**config.mk**
```make
export PLATFORM = sky130hd
export DESIGN_NAME = can_bit_timing_search
export DESIGN_NICKNAME = d
export VERILOG_FILES = /design/src/design/cbts_pkg.sv /design/src/design/cbts_dp.sv /design/src/design/cbts_ctrl.sv /design/src/design/can_bit_timing_search.sv
export SDC_FILE = /design/constraint.sdc
export NUM_CORES = 1
export LEC_CHECK = 0
export BUFFER_PORTS_ARGS = -buffer_cell sky130_fd_sc_hd__clkbuf_2
export CAP_MARGIN = 20
export CORE_UTILIZATION = 53
export CTS_CLUSTER_DIAMETER = 60
export DETAILED_ROUTE_END_ITERATION = 7
export PLACE_DENSITY = 0.72
export RECOVER_POWER = 50
export SYNTH_ARGS = -nofsm -noshare
export SYNTH_HDL_FRONTEND = slang
export SYNTH_HIERARCHICAL = 1
export SYNTH_SLANG_ARGS = --single-unit
export TNS_END_PERCENT = 30
```
**constraint.sdc**
```tcl
create_clock -name i_clk -period 4.4 [get_ports i_clk]
set_input_delay 0.22 -clock i_clk [delete_from_list [all_inputs] [get_ports i_clk]]
set_output_delay 0.22 -clock i_clk [all_outputs]
set_load 0.02 [all_outputs]
```
**src/design/cbts_pkg.sv**
```systemverilog
// Package for the CAN bit timing search: search limits, derived widths,
// controller states and the command and status structs. No dependencies.
`default_nettype none

package cbts_pkg;

    localparam int DIV_MAX    = 15;
    localparam int QUANTA_MAX = 32;
    localparam int SEGS_MAX   = 17;
    localparam int SEGS_MIN   = 3;
    localparam int SJW_LIMIT  = 3;

    localparam int CLK_W   = 32;
    localparam int BAUD_W  = 20;
    localparam int PDIV_W  = 4;
    localparam int TWORD_W = 15;
    localparam logic [CLK_W-1:0] RESET_CLOCK_HZ = 32'd48000000;

    localparam int DIV_W   = $clog2(DIV_MAX + 1);
    localparam int Q_W     = $clog2(QUANTA_MAX + 1);
    localparam int S_W     = $clog2(SEGS_MAX + 1);
    localparam int STEP_W  = $clog2(QUANTA_MAX * (DIV_MAX + 1) + 1);
    localparam int PROD_W  = $clog2(SEGS_MAX * QUANTA_MAX * (DIV_MAX + 1) + 1);
    localparam int DCNT_W  = $clog2(CLK_W + 1);

    typedef enum logic [1:0] {
        ST_IDLE,
        ST_DIVIDE,
        ST_SEARCH,
        ST_EMIT
    } t_state;

    typedef struct packed {
        logic load;
        logic div_step;
        logic search_step;
        logic emit;
    } t_dp_cmd;

    typedef struct packed {
        logic baud_zero;
        logic div_done;
        logic match;
        logic search_last;
    } t_dp_stat;

endpackage

`default_nettype wire

```
**src/design/cbts_dp.sv**
```systemverilog
// Datapath of the CAN bit timing search: configuration register, restoring
// divider, incremental candidate search and result registers. Uses cbts_pkg.
`default_nettype none

module cbts_dp (
    input  wire logic                             i_clk,
    input  wire logic                             i_rst_n,
    input  wire logic                             i_cfg_write,
    input  wire logic [cbts_pkg::CLK_W-1:0]       i_cfg_data,
    input  wire logic [cbts_pkg::BAUD_W-1:0]      i_baud_rate,
    input  wire cbts_pkg::t_dp_cmd                i_cmd,
    output cbts_pkg::t_dp_stat                    o_stat,
    output logic                                  o_found,
    output logic [cbts_pkg::PDIV_W-1:0]           o_prescaler_div,
    output logic [cbts_pkg::TWORD_W-1:0]          o_timing_word
);

    logic [cbts_pkg::CLK_W-1:0]  r_clock_hz;
    logic [cbts_pkg::BAUD_W-1:0] r_baud;
    logic [cbts_pkg::BAUD_W-1:0] r_rem;
    logic [cbts_pkg::CLK_W-1:0]  r_quo;
    logic [cbts_pkg::DCNT_W-1:0] r_dcnt;
    logic [cbts_pkg::DIV_W-1:0]  r_div;
    logic [cbts_pkg::Q_W-1:0]    r_quanta;
    logic [cbts_pkg::S_W-1:0]    r_segs;
    logic [cbts_pkg::STEP_W-1:0] r_step;
    logic [cbts_pkg::PROD_W-1:0] r_prod;
    logic                        r_found;
    logic [cbts_pkg::PDIV_W-1:0] r_pdiv;
    logic [cbts_pkg::TWORD_W-1:0] r_tword;

    logic [cbts_pkg::BAUD_W:0]   rem_sh;
    logic [cbts_pkg::BAUD_W:0]   rem_diff;
    logic                        q_bit;
    logic                        seg_last;
    logic                        quanta_last;
    logic                        div_last;
    logic [cbts_pkg::STEP_W-1:0] n_step;
    logic [cbts_pkg::PROD_W-1:0] n_prod3;
    logic [31:0]                 s_val;
    logic [31:0]                 seg1;
    logic [31:0]                 seg2;
    logic [31:0]                 sjw;
    logic [31:0]                 qm1;
    logic [31:0]                 div_ext;
    logic [cbts_pkg::TWORD_W-1:0] tword;

    assign rem_sh   = {r_rem, r_quo[cbts_pkg::CLK_W-1]};
    assign rem_diff = rem_sh - {1'b0, r_baud};
    assign q_bit    = ~rem_diff[cbts_pkg::BAUD_W];

    assign seg_last    = (r_segs == cbts_pkg::S_W'(cbts_pkg::SEGS_MAX));
    assign quanta_last = (r_quanta == cbts_pkg::Q_W'(cbts_pkg::QUANTA_MAX));
    assign div_last    = (r_div == cbts_pkg::DIV_W'(cbts_pkg::DIV_MAX));

    always_comb begin
        if (quanta_last) begin
            n_step = cbts_pkg::STEP_W'(r_div) + cbts_pkg::STEP_W'(2);
        end else begin
            n_step = r_step + cbts_pkg::STEP_W'(r_div) + cbts_pkg::STEP_W'(1);
        end
        n_prod3 = cbts_pkg::PROD_W'(n_step) + (cbts_pkg::PROD_W'(n_step) << 1);
    end

    always_comb begin
        s_val   = 32'(r_segs) - 32'(cbts_pkg::SEGS_MIN);
        seg1    = s_val >> 1;
        seg2    = s_val - seg1;
        sjw     = (seg1 > 32'(cbts_pkg::SJW_LIMIT)) ? 32'(cbts_pkg::SJW_LIMIT) : seg1;
        qm1     = 32'(r_quanta) - 32'd1;
        div_ext = 32'(r_div);
        tword   = {seg2[2:0], seg1[3:0], sjw[1:0], qm1[5:0]};
    end

    assign o_stat.baud_zero   = (i_baud_rate == '0);
    assign o_stat.div_done    = (r_dcnt == cbts_pkg::DCNT_W'(cbts_pkg::CLK_W));
    assign o_stat.match       = ({{(cbts_pkg::CLK_W-cbts_pkg::PROD_W){1'b0}}, r_prod} == r_quo);
    assign o_stat.search_last = seg_last && quanta_last && div_last;

    always_ff @(posedge i_clk) begin
        if (!i_rst_n) begin
            r_clock_hz <= cbts_pkg::RESET_CLOCK_HZ;
        end else if (i_cfg_write) begin
            r_clock_hz <= i_cfg_data;
        end
    end

    always_ff @(posedge i_clk) begin
        if (i_cmd.load) begin
            r_baud   <= i_baud_rate;
            r_rem    <= '0;
            r_quo    <= (i_baud_rate == '0) ? '0 : r_clock_hz;
            r_dcnt   <= '0;
            r_div    <= '0;
            r_quanta <= cbts_pkg::Q_W'(1);
            r_segs   <= cbts_pkg::S_W'(cbts_pkg::SEGS_MIN);
            r_step   <= cbts_pkg::STEP_W'(1);
            r_prod   <= cbts_pkg::PROD_W'(cbts_pkg::SEGS_MIN);
        end else if (i_cmd.div_step) begin
            r_rem  <= q_bit ? rem_diff[cbts_pkg::BAUD_W-1:0] : rem_sh[cbts_pkg::BAUD_W-1:0];
            r_quo  <= {r_quo[cbts_pkg::CLK_W-2:0], q_bit};
            r_dcnt <= r_dcnt + cbts_pkg::DCNT_W'(1);
        end else if (i_cmd.search_step) begin
            if (!seg_last) begin
                r_segs <= r_segs + cbts_pkg::S_W'(1);
                r_prod <= r_prod + cbts_pkg::PROD_W'(r_step);
            end else begin
                r_segs <= cbts_pkg::S_W'(cbts_pkg::SEGS_MIN);
                r_step <= n_step;
                r_prod <= n_prod3;
                if (!quanta_last) begin
                    r_quanta <= r_quanta + cbts_pkg::Q_W'(1);
                end else begin
                    r_quanta <= cbts_pkg::Q_W'(1);
                    r_div    <= r_div + cbts_pkg::DIV_W'(1);
                end
            end
        end
    end

    always_ff @(posedge i_clk) begin
        if (i_cmd.emit) begin
            r_found <= o_stat.match;
            r_pdiv  <= o_stat.match ? div_ext[cbts_pkg::PDIV_W-1:0] : '0;
            r_tword <= o_stat.match ? tword : '0;
        end
    end

    assign o_found         = r_found;
    assign o_prescaler_div = r_pdiv;
    assign o_timing_word   = r_tword;

endmodule

`default_nettype wire

```
**src/design/cbts_ctrl.sv**
```systemverilog
// Controller of the CAN bit timing search: sequences load, divide, search and
// result hand-off, and owns both channel handshakes. Uses cbts_pkg.
`default_nettype none

module cbts_ctrl (
    input  wire logic               i_clk,
    input  wire logic               i_rst_n,
    input  wire logic               i_in_valid,
    output logic                    o_in_stall,
    output logic                    o_out_valid,
    input  wire logic               i_out_stall,
    input  wire cbts_pkg::t_dp_stat i_stat,
    output cbts_pkg::t_dp_cmd       o_cmd
);

    cbts_pkg::t_state r_state;
    cbts_pkg::t_state n_state;
    logic             r_out_valid;
    logic             n_out_valid;

    always_ff @(posedge i_clk) begin
        if (!i_rst_n) begin
            r_state     <= cbts_pkg::ST_IDLE;
            r_out_valid <= 1'b0;
        end else begin
            r_state     <= n_state;
            r_out_valid <= n_out_valid;
        end
    end

    always_comb begin
        n_state     = r_state;
        n_out_valid = r_out_valid && i_out_stall;
        o_cmd       = '0;
        case (r_state)
            cbts_pkg::ST_IDLE: begin
                if (i_in_valid) begin
                    o_cmd.load = 1'b1;
                    n_state    = i_stat.baud_zero ? cbts_pkg::ST_EMIT : cbts_pkg::ST_DIVIDE;
                end
            end
            cbts_pkg::ST_DIVIDE: begin
                if (i_stat.div_done) begin
                    n_state = cbts_pkg::ST_SEARCH;
                end else begin
                    o_cmd.div_step = 1'b1;
                end
            end
            cbts_pkg::ST_SEARCH: begin
                if (i_stat.match || i_stat.search_last) begin
                    n_state = cbts_pkg::ST_EMIT;
                end else begin
                    o_cmd.search_step = 1'b1;
                end
            end
            cbts_pkg::ST_EMIT: begin
                if (!r_out_valid || !i_out_stall) begin
                    o_cmd.emit  = 1'b1;
                    n_out_valid = 1'b1;
                    n_state     = cbts_pkg::ST_IDLE;
                end
            end
            default: begin
                n_state = cbts_pkg::ST_IDLE;
            end
        endcase
    end

    assign o_in_stall  = (r_state != cbts_pkg::ST_IDLE);
    assign o_out_valid = r_out_valid;

endmodule

`default_nettype wire

```
**src/design/can_bit_timing_search.sv**
```systemverilog
// Top level of the CAN bit timing search: joins the controller and the
// datapath. Uses cbts_pkg, cbts_ctrl and cbts_dp.
//
//   channel  direction  handshake                 beat
//   in       input      i_in_valid / o_in_stall   i_baud_rate
//   out      output     o_out_valid / i_out_stall o_found, o_prescaler_div, o_timing_word
//   cfg      input      i_cfg_valid / o_cfg_ready i_cfg_data (peripheral clock in Hz)
//
// One beat is taken at a time. A request passes a load step, the bit-serial
// divider and the search, which visits one candidate per cycle (at most
// 16 * 32 * 15 = 7680 candidates), then the result moves into the output register.
// A zero baud rate skips the divider and the search. Reset restores the clock
// register to 48 MHz and clears o_out_valid. A stalled result blocks only the hand-off.
`default_nettype none

module can_bit_timing_search (
    input  wire logic                            i_clk,
    input  wire logic                            i_rst_n,
    input  wire logic                            i_cfg_valid,
    output logic                                 o_cfg_ready,
    input  wire logic [cbts_pkg::CLK_W-1:0]      i_cfg_data,
    input  wire logic                            i_in_valid,
    output logic                                 o_in_stall,
    input  wire logic [cbts_pkg::BAUD_W-1:0]     i_baud_rate,
    output logic                                 o_out_valid,
    input  wire logic                            i_out_stall,
    output logic                                 o_found,
    output logic [cbts_pkg::PDIV_W-1:0]          o_prescaler_div,
    output logic [cbts_pkg::TWORD_W-1:0]         o_timing_word
);

    cbts_pkg::t_dp_cmd  cmd;
    cbts_pkg::t_dp_stat stat;

    assign o_cfg_ready = 1'b1;

    cbts_ctrl u_ctrl (
        .i_clk       (i_clk),
        .i_rst_n     (i_rst_n),
        .i_in_valid  (i_in_valid),
        .o_in_stall  (o_in_stall),
        .o_out_valid (o_out_valid),
        .i_out_stall (i_out_stall),
        .i_stat      (stat),
        .o_cmd       (cmd)
    );

    cbts_dp u_dp (
        .i_clk           (i_clk),
        .i_rst_n         (i_rst_n),
        .i_cfg_write     (i_cfg_valid),
        .i_cfg_data      (i_cfg_data),
        .i_baud_rate     (i_baud_rate),
        .i_cmd           (cmd),
        .o_stat          (stat),
        .o_found         (o_found),
        .o_prescaler_div (o_prescaler_div),
        .o_timing_word   (o_timing_word)
    );

endmodule

`default_nettype wire
```
### After elaboration in Yosys (flattened, before gate mapping)

Index checks and enable logic that the tools add are counted.

| word-level totals | value |
|---|---|
| register bits | 172 |
| bits of input ports | 57 |
| output and inout port bits | 23 |
| logic and storage cells | 83 |

| operators by class | value |
|---|---|
| equal/unequal tests | 12 |
| reductions and logical operators | 15 |
| magnitude comparators | 1 |
| bitwise gates (word level) | 2 |
| add/sub/neg operators | 13 |
| mux-type cells | 25 |

Operators with widths:

| kind | number |
|---|---|
| $mux 32 | 3 |
| $eq 14x32->1 | 1 |
| $gt 31x2->1 const B | 1 |
| $sub 21x20->21 | 1 |
| $logic_not 20->1 | 1 |
| $mux 20 | 1 |
| $add 14x10->14 | 1 |
| $mux 14 | 1 |
| $add 10x11->12 | 1 |
| $add 6x1->6 const B | 2 |
| $eq 6x6->1 const B | 2 |
| $mux 2 | 6 |
| $add 10x1->10 const B | 1 |
| $add 10x4->10 | 1 |
| $mux 1 | 10 |
| $mux 10 | 1 |
| $pmux 2 s4 | 1 |
| $reduce_and 4->1 | 2 |
| $mux 6 | 1 |
| $sub 5x2->6 const B | 1 |
| $sub 6x1->6 const B | 1 |
| $add 4x2->5 const B | 1 |
| $add 5x1->5 const B | 1 |
| $eq 5x5->1 const B | 1 |
| other kinds (16) | 25 |

### Longest topological paths before layout

Gate-level depths: netlist of run 1.

| depth | value |
|---|---|
| word-level depth | 7 |
| depth in mapped cells | 19 |
| depth with buffers taken out | 19 |

### Hierarchy

Netlist of run 1, hierarchy kept.

By module, submodules not included:

| module | instances | area an instance (µm²) | sequential area each (µm²) | cells an instance |
|---|---|---|---|---|
| cbts_dp | 1 | 9190.1 | 4103.9 | 968 |
| cbts_ctrl | 1 | 271.5 | 60.1 | 25 |
| can_bit_timing_search | 1 | 11.3 | 0.0 | 2 |

### Worst setup path after synthesis of run 1

Ideal clock, no wire load.

| timing path | value |
|---|---|
| kind | flip-flop to flip-flop |
| start point | register u_dp/r_quanta[0] in the netlist's numbering |
| end point | register u_dp/r_prod[10] in the netlist's numbering |
| data required time | 4272 ps |
| path slack | 828 ps |
| library setup time | 128 ps |
| arrival | 3444 ps |
| cell stages (with the launch flop) | 17 |
| path buffers | 1 |
| clock period less this slack | 3572 ps |
| cell sequence | dfxtp_1 > inv_1 > ha_1 > nor3b_1 > and3b_1 > clkbuf_1 > o21ai_0 > ha_1 > a21o_1 > a21oi_1 > nor2b_1 > o21a_1 > o41a_1 > a31oi_1 > xnor2_1 > a221oi_1 > nor2_1 |

| between the ends | value |
|---|---|
| elaborated cells on any way between the ends | 10 |
| those cells by class | 1 x add/sub; 1 x eq/ne; 4 x mux; 4 x reduce/logical |

RTL lines:

| what | RTL line | RTL |
|---|---|---|
| from (decl) | cbts_dp.sv:24 | `logic [cbts_pkg::Q_W-1:0] r_quanta;` |
| from (signal assigned) | cbts_dp.sv:95 | `r_quanta <= cbts_pkg::Q_W'(1);` |
| from (signal assigned) | cbts_dp.sv:112 | `r_quanta <= r_quanta + cbts_pkg::Q_W'(1);` |
| from (signal assigned) | cbts_dp.sv:114 | `r_quanta <= cbts_pkg::Q_W'(1);` |
| $eq 6x6->1 | cbts_dp.sv:53 | `assign quanta_last = (r_quanta == cbts_pkg::Q_W'(cbts_pkg::QUANTA_MAX));` |
| $mux 10 | cbts_dp.sv:57 | `if (quanta_last) begin` |
| named net u_dp.n_step (one bit) | cbts_dp.sv:38 | `logic [cbts_pkg::STEP_W-1:0] n_step;` |
| $add 10x11->12 | cbts_dp.sv:62 | `n_prod3 = cbts_pkg::PROD_W'(n_step) + (cbts_pkg::PROD_W'(n_step) << 1);` |
| $mux 14 | cbts_dp.sv:104 | `if (!seg_last) begin` |
| to (signal assigned) | cbts_dp.sv:98 | `r_prod <= cbts_pkg::PROD_W'(cbts_pkg::SEGS_MIN);` |
| to (signal assigned) | cbts_dp.sv:106 | `r_prod <= r_prod + cbts_pkg::PROD_W'(r_step);` |
| to (signal assigned) | cbts_dp.sv:110 | `r_prod <= n_prod3;` |
| to (decl) | cbts_dp.sv:27 | `logic [cbts_pkg::PROD_W-1:0] r_prod;` |

The timed path passes the listed nets, and every way through them passes these cells.
A chain may end at the register's enable or synchronous reset.

### Worst setup path after layout of run 1

Same ends and word-level chain as after synthesis.

==> results of run 1 <==
power groups by stage:
| stage | sequential [µW] | clock (µW) | combinational, µW |
|---|---|---|---|
| final | 2430 | 1590 | 2360 |
| after global routing | 2470 | 1680 | 2640 |
| after CTS | 2420 | 1620 | 2370 |
| after detailed placement | 2450 | 0 | 2330 |
| after global placement | 2440 | 0 | 2270 |
| after floorplan | 2370 | 0 | 1890 |
cell type report:
| class | instances | share of cell area, % |
|---|---|---|
| multi-input combinational | 696 | 44.24 |
| timing repair buffer | 115 | 6.240 |
| tap | 225 | 2.586 |
| clock buffer | 20 | 4.401 |
| inverter | 85 | 2.930 |
| clock inverter | 12 | 1.356 |
| sequential | 172 | 38.24 |
flip-flops by register name, indices dropped and copies added (netlist names), 4 cells and up:
name,count
u_dp/r_quo,32
u_dp/r_dcnt,6
u_dp/r_segs,5
u_dp/r_rem,20
u_dp/r_prod,14
u_dp/r_clock_hz,32
u_dp/r_quanta,6
u_dp/o_prescaler_div,4
u_dp/r_baud,20
u_dp/o_timing_word,15
u_dp/r_step,10
u_dp/r_div,4
stage by stage:
step | instance area [µm²] | cells
floorplan | 9473 | 995
global placement | 10060 | 1267
detailed placement | 10060 | 1267
CTS | 10950 | 1325
global route | 10890 | 1325
finish | 10890 | 1325
cell usage in the layout (no fill, tap or decap), types with 7 or more instances in the layout:
cell type      netlist  final
inv_1               84     84
nand3_1             14     14
xor2_1              39     39
or3_1                8      8
clkbuf_2             0     41
a21o_1              10     10
clkbuf_1            33     40
edfxtp_1            72     72
a211oi_1            20     20
mux2i_1             49     49
buf_4                2      9
xnor2_1             34     34
clkbuf_16            0     19
nor4_1              12     12
dlygate4sd3_1        0     26
nor3_1              15     15
o22ai_1             32     32
ha_1                61     61
dfxtp_1            100    100
nand2_1            112    112
a21oi_1             41     41
o211ai_1             7      7
o21ai_0             18     18
nor2_1              89     88
nor2b_1             36     35
nand4_1             11     11
kinds of logic (layout without fill, tap and decap cells):
family                   after synthesis  count (layout)
other                                  1               1
AO/OA/AOI/OAI                        181             181
adder cells (fa/ha/maj)               66              66
multiplexers                          49              49
XOR/XNOR                              74              74
flip-flops                           172             172
buffers and inverters                127             232
AND/OR/NAND/NOR                      325             325
per-layer routing:
layer	global-route usage (%)	share of wire (%)	vias up	wire length, µm
met3	4.115	4.6	26	912
li1	-	-	3659	-
met5	0	0	-	0
met4	9.363	1.8	0	358
met1	30.54	48	3445	9559
met2	35.15	45	186	8920
Yosys cell counts, types with 3 or more instances:
library cell | number | area [µm²]
nand2_1 | 112 | 420.4
dfxtp_1 | 100 | 2002
nor2_1 | 89 | 334.1
inv_1 | 84 | 315.3
edfxtp_1 | 72 | 2162
ha_1 | 61 | 763.2
mux2i_1 | 49 | 490.5
a21oi_1 | 41 | 205.2
xor2_1 | 39 | 341.6
nor2b_1 | 36 | 225.2
xnor2_1 | 34 | 297.8
clkbuf_1 | 33 | 123.9
o22ai_1 | 32 | 200.2
a211oi_1 | 20 | 150.1
o21ai_0 | 18 | 90.09
nor3_1 | 15 | 75.07
nand3_1 | 14 | 70.07
nor4_1 | 12 | 75.07
nand4_1 | 11 | 68.82
a21o_1 | 10 | 75.07
or3_1 | 8 | 50.05
o211ai_1 | 7 | 52.55
and2_1 | 6 | 37.54
buf_1 | 6 | 22.52
a211o_1 | 5 | 43.79
a31oi_1 | 5 | 31.28
and3_1 | 5 | 31.28
fa_1 | 5 | 100.1
a21boi_0 | 4 | 30.03
o21bai_1 | 4 | 30.03
or2_2 | 4 | 25.02
a311oi_1 | 3 | 26.28
nand2b_1 | 3 | 18.77
o21a_1 | 3 | 22.52
o41ai_1 | 3 | 26.28
worst max-delay path: cells and delay by family (launching register included):
family / cells / cell delay (ns)
compound gates: 7 / 1.97
flops: 1 / 0.35
buf+inv: 1 / 0.11
simple gates: 4 / 0.85
xor+xnor: 1 / 0.09
fa+ha+maj: 2 / 0.53
path summary, 6_finish.rpt:
path,from,endpoint,cells past startpoint
hold / removal,i_cfg_data[23],u_dp/r_clock_hz[23],3
setup / recovery,u_dp/r_quanta[0],u_dp/r_prod[10],15
setup reg to reg,u_dp/r_quanta[0],u_dp/r_prod[10],15
hold reg to reg,u_dp/r_dcnt[5],u_dp/r_dcnt[5],2
==> results.md, run 1 <==
* Hold buffer count at cts at 26
* Crit path max fanout at 7
* Slowest-stage cell, CP: o21ai_0
* Hold Violations, Final at 0
* Portion of netlist area occupied by mux cells at 5.178%
* Compound-Gate Fraction of Synth Area at 13.34%
* PortBufs at 78
* First DRT Iteration DRCs at 384
* Die width at 135.7 µm
* Predominant post-synthesis flop cell: dfxtp_1
* PwrDens at 586.1 nW/µm²
* Critical path class: register to register
* Max H-tree Level at 4
* # setup viols final at 0
* Async SR Flop Fraction at 0%
* Max-slew headroom at -48.09%
* DRC viols at 0
* Pin count of the biggest net entering global routing at 79
* Die Height at 135.7 µm
* Setup TNS at 0 ns
* Tightest Pin Transition at 2.221 ns
* Root buffer cell: clkbuf_16
* Critical path startpoint category: register
* Fin crit share at 91.10%
* Area delta synth->final at 14.94%
* Core area at 17360 µm²
* CTS tree: yes
* R2R setup slack at 0.39 ns
* Most frequent CP cell: ha_1
* Pre-CTS setup slack at 0.4510 ns
* HP Class: input port to register
* Vias in the first global route at 6844
* Endpoint class of the critical path: register
* Antenna violations before repair at 0
* Tot Pwr at 6382 µW
* Cell count after synthesis at 995
* Req. time, crit path at 4.70 ns
* Leak at 0.004594 µW
* Final layout net count at 1210
* Total number of vias at 7316
* # diodes at 0
* Num rows at 48
* PostCTS Resize Cnt at 0
* DR WL/cell at 14.91 µm
* Failing checks: max-capacitance violations, max-slew violations
* Combinational power share at 37.0%
* Syn nets at 1118
* Pint at 4060 µW
* Clock power frac at 25.0%
* Slowest Stage Delay on Critical Path at 0.57 ns
* Max VDD drop at 0.3768 mV
* Share of cells above drive strength 1 at 8.909%
* PnR worst setup slack at 0.3915 ns
* Via/cell ratio at 5.522
* Clock Skew at 0.009978 ns
* Seq. cell area at 4164 µm²
* Synthesized flop and latch total at 172
* Fillers at 1445
* Distinct cells, synth at 69
* Mean Syn Cell Area at 9.520 µm²
* Adder-Cell Fraction of Synth Area at 9.114%
* Hold slack at 0.02572 ns
* Total Routed Length at 19750 µm
* CTS Buf Count at 17
* Max Buffers Root-to-Sink at 2
* Tmin final at 4.008 ns
* Simple-gate share of the synthesized area at 16.10%
* Final Max Tran Viols at 112
* RePlAce Congestion at 0.8308
* Post-DP HPWL at 13410 µm
* Sequential area share after synthesis at 43.96%
* Switching power at 2322 µW
* Post-synth EDFFs at 72
* Status: finished, violations left
* RSZ-0062 raised after global routing: false
* Clock sinks at 172
* Ports at 80
* Worst skew pair latency at 0.43 ns
* Final ANT Viol Nets at 0
* Cell area after synthesis at 9473 µm²
* MaxCap Viol Count at 2
* Post-CTS Setup Bufs at 0
* Initial core utilization at 54.58%
* CP Data Arrival Time at 4.31 ns
* Sw frac at 36.39%
* GRT Resource Usage Total at 22.49%
* Reg power frac at 38.0%
* Synth Warn # at 6
* Area of the multi-input gates at 4817 µm²
* XOR/XNOR Fraction of Synth Area at 7.040%
* CP cell instances: inv_1, ha_1, nor3b_1, nand3b_1, o21ai_0, ha_1, a21o_1, a21oi_1, nor2b_1, o21a_1, o41a_1, a31oi_1, xnor2_1, a221oi_1, nor2_1
* Max Freq at 249.5 MHz
* Clock Pin Slew Worst Setup and Hold Paths at 0.07 ns
* Total grt overflow at 0
* Largest family of logic cells by synthesized area: simple AND/OR/NAND/NOR gates
* First-pass GRT wire length at 32620 µm
* Die area at 18410 µm²
* TritonRoute pass-1 iters at 5
* Core Util, Final at 62.73%
(Power assumes the default switching activity.)
==> inputs of run 2 (changes only) <==
==> constraint.sdc (replaced) <==
create_clock -name i_clk -period 4.4 [get_ports i_clk]
set_input_delay 0.66 -clock i_clk [delete_from_list [all_inputs] [get_ports i_clk]]
set_output_delay 0.66 -clock i_clk [all_outputs]
set_load 0.02 [all_outputs]
==> run 2 against run 1 <==
  * The run still ends with max-capacitance violations, max-slew violations left
  * Clock skew rose by 0.0018 ns
  * Fmax decreased by 0.43%
  * Worst hold slack improved by 0.39 ns
  * Highest routed layer unchanged
==> results.md, run 2 (synthesis gave the netlist of run 1 again) <==
* Max-slew headroom at -8.861% (+39 points)
* Clock power frac at 25.0% (about the same)
* RSZ-0062 raised after global routing: false
* Die Height at 135.7 µm (unchanged)
* Hold Violations, Final at 0 (unchanged)
* Vias in the first global route at 6690 (-2.3%)
* Req. time, crit path at 4.70 ns (about the same)
* Initial core utilization at 54.58% (unchanged)
* PortBufs at 78 (unchanged)
* Area delta synth->final at 12.24%
* Total grt overflow at 0 (unchanged)
* Worst skew pair latency at 0.43 ns (about the same)
* Endpoint class of the critical path: register
* Via/cell ratio at 5.479 (-0.77%)
* Clock Pin Slew Worst Setup and Hold Paths at 0.07 ns (about the same)
* R2R setup slack at 0.37 ns (-0.02 ns)
* Critical path class: register to register
* Crit path max fanout at 7 (unchanged)
* RePlAce Congestion at 0.8308 (unchanged)
* Switching power at 2310 µW (-0.53%)
* # setup viols final at 0 (unchanged)
* Combinational power share at 36.8% (-0.2 points)
* R2R Path Start: u_dp/r_quanta[0]
* Hold Startpoint: i_baud_rate[18]
* Tmin final at 4.026 ns (+0.01719 ns)
* Share of cells above drive strength 1 at 9.497% (+0.59 points)
* Post-DP HPWL at 13410 µm (unchanged)
* # diodes at 0 (unchanged)
* Tightest Pin Transition at 1.633 ns (-0.5884 ns)
* Pint at 4045 µW (-0.35%)
* Core area at 17360 µm² (unchanged)
* Commonest non-fill, non-tap cell in the layout: nand2_1
* Max H-tree Level at 4 (unchanged)
* DR WL/cell at 14.79 µm (-0.80%)
* Commonest non-fill, non-tap cells in the layout: 112 x nand2_1, 100 x dfxtp_1, 88 x nor2_1
* PwrDens at 597.7 nW/µm² (+2.0%)
* Status: finished, violations left
* Core Util, Final at 61.26% (-1.5 points)
* PnR worst setup slack at 0.3744 ns (-0.01718 ns)
* CTS tree: yes
* Worst R2R End: u_dp/r_prod[10]
* Critical path startpoint category: register
* Total Routed Length at 19210 µm (-2.7%)
* Num rows at 48 (unchanged)
* R2R cell count at 15 (unchanged)
* TritonRoute pass-1 iters at 6 (+1)
* Fin crit share at 91.49% (+0.39 points)
* Die width at 135.7 µm (unchanged)
* Die area at 18410 µm² (unchanged)
* Total number of vias at 7117 (-2.7%)
* GRT Resource Usage Total at 21.99% (-0.50 points)
* PostCTS Resize Cnt at 0 (unchanged)
* DRC viols at 0 (unchanged)
* HP Class: input port to register
* Max Freq at 248.4 MHz (-0.43%)
* Ports at 80 (unchanged)
* Hold depth at 1 (-2)
* Slowest Stage Delay on Critical Path at 0.58 ns (about the same)
* Regs by FF count: u_dp/r_clock_hz: 32 flops, u_dp/r_quo: 32 flops
* Clock Skew at 0.01175 ns (+0.001769 ns)
* Setup TNS at 0 ns (unchanged)
* Reg power frac at 38.2% (+0.2 points)
* Most frequent CP cell: ha_1
* CP cell instances: inv_1, ha_1, nor3b_1, nand3b_1, o21ai_0, ha_1, a21o_1, a21oi_1, nor2b_1, o21a_1, o41a_1, a31oi_1, xnor2_1, a221oi_1, nor2_1
* Post-CTS Setup Bufs at 0 (unchanged)
* Max Buffers Root-to-Sink at 2 (unchanged)
* Hold buffer count at cts at 0 (-100%)
* CP Data Arrival Time at 4.33 ns (+0.02 ns)
* CTS Buf Count at 17 (unchanged)
* Antenna violations before repair at 0 (unchanged)
* Failing checks: max-capacitance violations, max-slew violations
* Final layout net count at 1184 (-2.1%)
* Slowest-stage cell, CP: o21ai_0
* Sw frac at 36.35% (-0.042 points)
* Max VDD drop at 0.3762 mV (-0.16%)
* Root buffer cell: clkbuf_16
* Pin count of the biggest net entering global routing at 79 (unchanged)
* MaxCap Viol Count at 1 (-1)
* Leak at 0.004497 µW (-2.1%)
* Final Max Tran Viols at 79 (-29%)
* Clock sinks at 172 (unchanged)
* Pre-CTS setup slack at 0.4510 ns (unchanged)
* First-pass GRT wire length at 31930 µm (-2.1%)
* Final ANT Viol Nets at 0 (unchanged)
* Sink of the worst hold path: u_dp/r_baud[18]
* First DRT Iteration DRCs at 342 (-11%)
[run 2: final cells by class]
class                      count  area (µm²)
clock buffer                  20       479.2
clock inverter                12       147.6
fill                        1479        6724
inverter                      85       319.1
multi-input combinational    696        4817
sequential                   172        4164
tap                          225       281.5
timing repair buffer          89       424.2
[run 2: how the worst max path moves through the flow]
stage	slack (ns)	cells after the start	from	to
final	0.37	15	u_dp/r_quanta[0]	u_dp/r_prod[10]
after detailed placement	0.45	15	u_dp/r_quanta[0]	u_dp/r_prod[10]
after global routing	0.05	15	u_dp/r_quanta[0]	u_dp/r_prod[10]
after global placement	0.60	15	u_dp/r_quanta[0]	u_dp/r_prod[10]
after floorplan	0.83	16	u_dp/r_quanta[0]	u_dp/r_prod[10]
after CTS	0.44	15	u_dp/r_quanta[0]	u_dp/r_prod[10]
[run 2: through the flow]
stage / instance area, µm² / hold WS (ns) / cells / total power (µW)
final: 10630 / 0.4168 / 1299 / 6355
after CTS: 10690 / 0.4018 / 1299 / 6388
after detailed placement: 10060 / 0.4707 / 1267 / 4783
after floorplan: 9473 / 0.4414 / 995 / 4268
after global routing: 10630 / 0.4043 / 1299 / 6779
after global placement: 10060 / 0.4576 / 1267 / 4709
[run 2: power by group through the flow]
stage | Sequential [µW] | Clock (µW) | Combinational, µW
2_1_floorplan | 2370 | 0 | 1890
3_3_place_gp | 2440 | 0 | 2270
3_5_place_dp | 2450 | 0 | 2330
4_1_cts | 2420 | 1620 | 2350
5_1_grt | 2470 | 1680 | 2620
6_report | 2430 | 1590 | 2340
[run 2: worst max-delay path, delay by kind of cell (launching register included)]
| family | cells | cell delay (ns) |
|---|---|---|
| AO/OA/AOI/OAI | 7 | 1.98 |
| AND/OR/NAND/NOR | 4 | 0.85 |
| adder cells (fa/ha/maj) | 2 | 0.53 |
| flip-flops | 1 | 0.35 |
| buffers and inverters | 1 | 0.11 |
| XOR/XNOR | 1 | 0.09 |
[run 2: per-layer routing]
| layer | GRT usage (%) | part of all wire (%) | up-vias |
|---|---|---|---|
| li1 | - | - | 3611 |
| met1 | 30.09 | 49 | 3330 |
| met2 | 34.30 | 45 | 154 |
| met3 | 4.190 | 4.8 | 22 |
| met4 | 8.427 | 1.4 | 0 |
| met5 | 0 | 0 | - |
